[src/rtl/core/rau_pkg.sv]
// ---------------------------------------------------------------------------
// rau_pkg: shared codes for the rational arithmetic unit
// Command codes and the control bundle reported by the divider.
// ---------------------------------------------------------------------------
`default_nettype none
package rau_pkg;
  localparam logic [2:0] CMD_ADD  = 3'd0;
  localparam logic [2:0] CMD_SUB  = 3'd1;
  localparam logic [2:0] CMD_MUL  = 3'd2;
  localparam logic [2:0] CMD_DIV  = 3'd3;
  localparam logic [2:0] CMD_LESS = 3'd4;
  localparam logic [2:0] CMD_EQ   = 3'd5;
  localparam logic [2:0] CMD_NORM = 3'd6;
  localparam logic [2:0] CMD_NONE = 3'd7;  // unused code, all-zero result

  typedef struct packed {
    logic start;
    logic busy;
    logic done;
  } div_ctl_t;
endpackage
`default_nettype wire

[src/rtl/core/rau_div.sv]
// ---------------------------------------------------------------------------
// rau_div: shared unsigned 64-bit divider
// Restoring radix-2 divider, one quotient bit per cycle.
// ---------------------------------------------------------------------------
`default_nettype none
module rau_div import rau_pkg::*; (
  input  wire         clk,
  input  wire         rst_n,
  input  wire         start,
  input  wire  [63:0] dividend,
  input  wire  [63:0] divisor,
  output div_ctl_t    ctl,
  output logic [63:0] quot,
  output logic [63:0] rem
);
  logic [63:0] q_r, q_nxt, r_r, r_nxt, d_r;
  logic [6:0]  cnt_r, cnt_nxt;
  logic        busy_r, busy_nxt, done_r, done_nxt;
  logic [64:0] trial;
  logic [64:0] sh;

  always_comb begin
    sh = {r_r, q_r[63]};
    trial = sh - {1'b0, d_r};
    q_nxt = q_r; r_nxt = r_r; cnt_nxt = cnt_r;
    busy_nxt = busy_r; done_nxt = 1'b0;
    if (start) begin
      q_nxt = dividend; r_nxt = '0; cnt_nxt = '0; busy_nxt = 1'b1;
    end else if (busy_r) begin
      if (!trial[64]) begin
        r_nxt = trial[63:0];
        q_nxt = {q_r[62:0], 1'b1};
      end else begin
        r_nxt = sh[63:0];
        q_nxt = {q_r[62:0], 1'b0};
      end
      cnt_nxt = cnt_r + 7'd1;
      if (cnt_r == 7'd63) begin
        busy_nxt = 1'b0; done_nxt = 1'b1;
      end
    end
  end

  always_ff @(posedge clk) begin
    if (!rst_n) begin
      busy_r <= 1'b0; done_r <= 1'b0; cnt_r <= '0;
    end else begin
      busy_r <= busy_nxt; done_r <= done_nxt; cnt_r <= cnt_nxt;
    end
    q_r <= q_nxt; r_r <= r_nxt;
    if (start) d_r <= divisor;
  end

  assign quot = q_r;
  assign rem  = r_r;
  assign ctl  = '{start: start, busy: busy_r, done: done_r};

  a_done_pulse: assert property (@(posedge clk) disable iff (!rst_n)
    done_r |=> !done_r) else $error("done held");
  a_no_restart: assert property (@(posedge clk) disable iff (!rst_n)
    busy_r && !start |=> busy_r || done_r) else $error("busy lost");
  a_done_after_busy: assert property (@(posedge clk) disable iff (!rst_n)
    done_r |-> $past(busy_r)) else $error("spurious done");
endmodule
`default_nettype wire

[config.mk]
export PLATFORM = sky130hd
export DESIGN_NAME = rau_div
export DESIGN_NICKNAME = d
export VERILOG_FILES = /design/src/rtl/core/rau_pkg.sv /design/src/rtl/core/rau_div.sv
export SDC_FILE = /design/constraint.sdc
export NUM_CORES = 1
export LEC_CHECK = 0
export BUFFER_PORTS_ARGS = -buffer_cell sky130_fd_sc_hd__buf_2
export CORE_MARGIN = 4
export CORE_UTILIZATION = 45
export DETAILED_ROUTE_END_ITERATION = 10
export GPL_TIMING_DRIVEN = 1
export PLACE_DENSITY = 0.78
export SLEW_MARGIN = 20
export SYNTH_ARGS = -nofsm -noshare
export SYNTH_HDL_FRONTEND = slang
export SYNTH_SLANG_ARGS = --single-unit
[constraint.sdc]
create_clock -name clk -period 3.7 [get_ports clk]
set_input_delay 0.37 -clock clk [delete_from_list [all_inputs] [get_ports clk]]
set_output_delay 0.37 -clock clk [all_outputs]
set_load 0.02 [all_outputs]
==> impl_results.md, run 1 <==
- Skew final: 0.0161 ns
- Detailed-route wire length per cell: 18.6 µm
- Final hold slack: 0.0199 ns
- IO Pins: 262
- Mapped Area: 0.0117 mm²
- Global-route wire length before repair: 54100 µm
- Layout cell share with drive strength beyond 1: 0.348
- Clk_lat worst skew: 0.54 ns
- Syn Nets: 1407
- Sequential fraction of design power: 0.371
- Fin. max-slew vios: 0
- Synth Register Bits: 201
- DR vias/cell: 5.62
- Comb power frac: 0.318
- Final hold violations: 0
- Initial antenna violation count: 0
- Core ar.: 0.0253 mm²
- Hold Crit Class: input pin to flop
- Synth cell types: 59
- Std-Cell Rows: 58
- Max transition margin: 0.497
- Async SR Flop Fraction: 0
- Antenna Cells: 0
- Worst Path Arrival: 4.21 ns
- Clock buffer depth: 3
- Clock transition at path regs: 0.06 ns
- CP Launch Type: flop
- DRT Pass-1 Iters: 5
- Period Utilization, post-route: 1.02
- Routed WL: 35000 µm
- Net Switching: 0.00248 W
- Dominant cell type by area after synthesis: edfxtp_1
- Post-DRT Antenna Nets: 0
- GPL Wtd Cong: 0.899
- Fin nets: 1729
- Synth Area per Inst: 9.63 µm²
- Max Fclk: 264 MHz
- Fin crit period: 3.79 ns
- Static leakage: 6.76 nW
- Area Growth Syn to Fin: 34.3%
- Grt total ovfl: 0
- Measured slew at the worst slew-check pin: 0.749 ns
- Die Ht: 169 µm
- Worst Hold Path EP: d_r[24]
- Clock network fraction of total power: 0.311
- Largest net degree at the start of global routing: 65
- Vias: 10.6k
- Synth area leaders: edfxtp_1, dfxtp_1, ha_1
- Switching portion of total power: 0.330
- Die area: 0.0285 mm²
- RSZ-0062 raised after global routing: true
- EDFF count, synth: 128
- Critical path capture point type: flop
- CP required: 4.13 ns
- TritonCTS clock tree: yes
- # DRC: 0
- RR Startpoint: d_r[0]
- CTS root buffer: clkbuf_16
- Dpl hpwl: 23700 µm
- Power density over cell area: 479 mW/mm²
- Filler Cells Inserted: 2040
- R2r endpoint: rem[26]
- Top cell type's share of synthesized area: 0.330
- Starting Density: 0.460
- Max-Cap Viols: 0
- Count of final setup violators: 40
- Reg-to-reg slack, setup: -0.09 ns
- Total Routing Usage GR: 0.231
- Worst Reg-to-Reg Cells: 15
- Worst slack, placed: -0.227 ns
- Setup CP Type: flop to flop
- Hold wc startpoint: divisor[24]
- Synth Flop Type: edfxtp_1
- Synthesized instance count: 1210
- Vias in the first global route: 10.5k
- Status: finished with violations
- IO Port Bufs: 261
- Yosys warns: 0
- Worst setup margin: -0.0858 ns
- CP startpoint: d_r[0]
- Violated checks: negative setup slack
- Final cell utilization of the core: 0.618
- CTS buffer count: 24
- CTS sink count: 201
- Hold path depth: 1
- H-tree levels: 1
- Worst-path fanout max: 7
- Seq/Total Area, Yosys: 0.455
- P_int: 0.00502 W
- Die width: 169 µm
- Peak supply drop: 0.000449 V
- Starting DRC count in detailed routing: 614
registers in the layout, indices dropped and copies added (netlist names):
| register | count |
|---|---|
| done_r | 1 |
| busy_r | 1 |
| quot | 64 |
| d_r | 64 |
| cnt_r | 7 |
| rem | 64 |
per-stage QoR:
stage	area [µm²]	cells	TNS [ns]	total power, W
2_1_floorplan	11700	1210	0	0.00407
3_3_place_gp	13500	1776	-3.60	0.00468
3_5_place_dp	13500	1776	-9.47	0.00471
4_1_cts	15300	1877	-7.59	0.00741
5_1_grt	15700	1880	-12.14	0.00787
6_report	15700	1880	-1.17	0.00750
layout make-up:
class,instances,area [µm²],share of cell area
clock inverter,13,145,0.00927
tap,330,413,0.0264
clock buffer,31,647,0.0413
sequential,201,5310,0.339
inverter,77,289,0.0185
multi-input combinational,867,6370,0.407
timing repair buffer,361,2480,0.159
cells in the final DEF, fill, tap and decap left out, drive strengths merged, types with 5 or more instances in the layout:
cell         instances
ha                  65
o22ai                5
inv                 77
nor2               104
nand3               15
edfxtp             128
xnor2               34
or3                  5
nor3                17
dfxtp               73
a311oi              35
mux2                65
o311ai               5
nand4               23
a21o                23
clkbuf              33
a211oi              23
o31ai                7
buf                322
o21a                 7
nor2b               13
a21oi              101
and3                11
xor2                27
nand2b               9
o21ai               56
dlygate4sd3         37
nand2              144
o21bai              15
a31oi               12
clkinv              11
o211ai               6
worst max-delay path, cell delays in order (launching register included):
cell       delay (ns)
edfxtp_1         0.37
ha_2             0.21
fa_2             0.34
and2b_1          0.23
o2111ai_2        0.16
a2111oi_4        0.38
nor2_4           0.10
a2111oi_4        0.40
o41ai_4          0.13
o41ai_4          0.24
buf_4            0.19
xnor2_4          0.25
buf_12           0.19
clkbuf_16        0.16
nand2_1          0.07
a311oi_1         0.27
cell usage after synthesis (all sizes together) (27+ instances only):
cell type and instances:
nand2 144, clkbuf 49, mux2 65, dfxtp 73, ha 65, a21oi 101, a311oi 35, xor2 27
edfxtp 128, inv 77, nor2 104, xnor2 34, o21ai 56
how the worst max path moves through the flow:
stage | endpoint | slack [ns] | cells after the start
floorplan | rem[63] | 0.001 | 15
global placement | rem[57] | -0.11 | 17
finish | rem[26] | -0.09 | 15
CTS | rem[16] | -0.17 | 15
detailed placement | rem[4] | -0.23 | 16
global route | rem[59] | -0.27 | 17
metal layers:
metal / global-route usage / part of all wire / vias to the layer above
met5: 0 / 0 / -
met4: 0.0939 / 0.041 / 0
met3: 0.0497 / 0.081 / 85
met2: 0.387 / 0.48 / 461
met1: 0.290 / 0.40 / 4964
li1: - / - / 5058
power by group through the flow:
stage	registers (W)	clock network, W	logic, W
2_1_floorplan	0.00295	0	0.00112
3_3_place_gp	0.00281	0	0.00187
3_5_place_dp	0.00281	0	0.00190
4_1_cts	0.00278	0.00239	0.00225
5_1_grt	0.00281	0.00250	0.00256
6_report	0.00278	0.00233	0.00238
what timing repair did:
item	in CTS	in global routing
hold endpoints to repair	35	2
gates cloned	8	2
gates resized for setup	86	76
setup buffers	15	3
hold buffers	35	2
pin swaps	44	39
setup endpoints to repair	65	65
cell families (layout without fill, tap and decap cells):
| family | after synthesis | count (layout) | share of synthesized area |
|---|---|---|---|
| xor gates and xnor gates | 61 | 61 | 0.0465 |
| DFF | 201 | 201 | 0.455 |
| buffers and inverters | 142 | 482 | 0.0477 |
| adders and majority gates | 66 | 66 | 0.0715 |
| AOI/OAI and AO/OA | 315 | 315 | 0.178 |
| muxes | 69 | 69 | 0.0662 |
| and+or+nand+nor | 356 | 356 | 0.135 |
Power figures use the tool's default switching activity.
==> inputs of run 2 (changes only) <==
Settings changed: REMOVE_ABC_BUFFERS set to 1.
==> run 2 against run 1 <==
Against the previous run:
- the run still ends with negative setup slack left
- core utilization fell by 2.2 points
- die area did not move
- first-iteration DRC count rose by 5.7%
- critical path type unchanged
- clock power fell by 3%
- critical endpoint is now rem[17]
==> impl_results.md, run 2 (synthesis gave the netlist of run 1 again) <==
- Status: finished with violations (unchanged)
- Violated checks: negative setup slack (unchanged)
- Clk_lat worst skew: 0.52 ns (was 0.54 ns)
- Die area: 0.0285 mm² (unchanged)
- CTS root buffer: clkbuf_16 (unchanged)
- Hold Crit Class: input pin to flop (unchanged)
- Commonest non-fill, non-tap cell in the layout: buf_2 (unchanged)
- Critical path capture point type: flop (unchanged)
- Largest net degree at the start of global routing: 90 (was 65)
- Area Growth Syn to Fin: 29.6% (was 34.3%)
- Routed WL: 35300 µm (was 35000 µm)
- RR Startpoint: quot[63] (was d_r[0])
- Final hold violations: 0 (unchanged)
- Commonest non-fill, non-tap cells in the layout: buf_2, edfxtp_1, nand2_1 (unchanged)
- Worst slack, placed: -0.336 ns (was -0.227 ns)
- Max Fclk: 261 MHz (was 264 MHz)
- Hold wc startpoint: divisor[20] (was divisor[24])
- Clock transition at path regs: 0.06 ns (about the same)
- Max-Cap Viols: 0 (unchanged)
- Die Ht: 169 µm (unchanged)
- Global-route wire length before repair: 53700 µm (was 54100 µm)
- Max transition margin: 0.213 (was 0.497)
- DRT Pass-1 Iters: 4 (was 5)
- Static leakage: 6.57 nW (was 6.76 nW)
- Layout Cells excl Fill: 1848 (was 1880)
- Count of final setup violators: 44 (was 40)
- Worst-path fanout max: 7 (unchanged)
- Starting DRC count in detailed routing: 649 (was 614)
- DR vias/cell: 5.67 (was 5.62)
- Measured slew at the worst slew-check pin: 1.18 ns (was 0.749 ns)
- CP required: 4.11 ns (was 4.13 ns)
- TritonCTS clock tree: yes (unchanged)
- # DRC: 0 (unchanged)
- Starting Density: 0.460 (unchanged)
- RSZ-0062 raised after global routing: true (unchanged)
- Skew final: 0.00979 ns (was 0.0161 ns)
- CP Launch Type: flop (unchanged)
- IO Port Bufs: 261 (unchanged)
- Std-Cell Rows: 58 (unchanged)
- Grt total ovfl: 0 (unchanged)
- IO Pins: 262 (unchanged)
- Vias in the first global route: 10.3k (was 10.5k)
- Initial antenna violation count: 3 (was 0)
- Fin nets: 1697 (was 1729)
- Placed Cells: 1773 (was 1776)
- H-tree levels: 1 (unchanged)
- Power density over cell area: 485 mW/mm² (was 479 mW/mm²)
- Dpl hpwl: 24200 µm (was 23700 µm)
- CP startpoint: quot[63] (was d_r[0])
- Final hold slack: 0.0225 ns (was 0.0199 ns)
- Post-DRT Antenna Nets: 0 (unchanged)
- Die width: 169 µm (unchanged)
- Worst setup margin: -0.133 ns (was -0.0858 ns)
- Core ar.: 0.0253 mm² (unchanged)
- Fin crit period: 3.83 ns (was 3.79 ns)
- Setup CP Type: flop to flop (unchanged)
- CTS sink count: 201 (unchanged)
- Overall power: 0.00732 W (was 0.00750 W)
- CTS buffer count: 24 (unchanged)
- Antenna Cells: 0 (unchanged)
- Filler Cells Inserted: 2122 (was 2040)
- Peak supply drop: 0.000427 V (was 0.000449 V)
- Layout cell share with drive strength beyond 1: 0.321 (was 0.348)
- Period Utilization, post-route: 1.04 (was 1.02)
- Fin. max-slew vios: 0 (unchanged)
- Worst Path Arrival: 4.25 ns (was 4.21 ns)
- Vias: 10.5k (was 10.6k)
- Total Routing Usage GR: 0.228 (was 0.231)
- GPL Wtd Cong: 0.925 (was 0.899)
- Clock buffer depth: 3 (unchanged)
- Detailed-route wire length per cell: 19.1 µm (was 18.6 µm)
## run 2: final timing paths
path,endpoint,slack (ns),depth (start not counted)
max reg2reg,rem[17],-0.13,17
max,rem[17],-0.13,17
min reg2reg,cnt_r[5],0.50,2
min,d_r[20],0.02,1
## run 2: worst max-delay path, stage by stage, from the launching register on
cell	delay, ns
edfxtp_1	0.34
inv_1	0.05
ha_2	0.18
fa_2	0.33
and2b_1	0.23
o2111ai_2	0.15
a2111oi_4	0.44
nor2_4	0.08
a2111oi_4	0.45
o41ai_4	0.13
o41ai_4	0.23
buf_6	0.18
xor2_4	0.19
buf_12	0.16
buf_12	0.11
buf_16	0.11
nand2_1	0.06
a311oi_1	0.29
## run 2: timing repair
item	CTS	global route
buffers inserted	5	4
cloned	5	9
hold endpoints to repair	3	5
hold buffers	3	5
gates resized for setup	18	78
setup endpoints to repair	65	65
pin swaps	13	40
## run 2: stage by stage
step / utilization / area (µm²) / TNS [ns]
2_1_floorplan: - / 11400 / -215.99
3_3_place_gp: 0.532 / 13500 / -14.05
3_5_place_dp: 0.532 / 13500 / -15.26
4_1_cts: 0.573 / 14500 / -0.0121
5_1_grt: 0.596 / 15100 / -15.80
6_report: 0.596 / 15100 / -1.62
## run 2: where the power goes
group	total (W)	switching [W]	leakage (nW)	internal, W
Sequential	0.00278	0.000159	1.87	0.00262
Combinational	0.00229	0.00131	4.34	0.000976
Clock	0.00226	0.000930	0.361	0.00133
## run 2: area by class of cell
| cell class | count | area [µm²] | share of cell area |
|---|---|---|---|
| inverters | 77 | 289 | 0.0191 |
| repair buffers | 329 | 2210 | 0.146 |
| multi-input cells | 867 | 6130 | 0.406 |
| clock inverters | 14 | 125 | 0.00828 |
| clock buffers | 30 | 623 | 0.0413 |
| flip-flops and latches | 201 | 5310 | 0.352 |
| well taps | 330 | 413 | 0.0273 |
## run 2: routing by layer
layer,part of all wire,up-vias,wire length (µm),GRT usage
met3,0.086,95,3030,0.0600
met4,0.038,6,1350,0.0840
met2,0.48,448,17000,0.390
li1,-,4995,-,-
met5,0.0010,-,36,0
met1,0.39,4932,13900,0.278
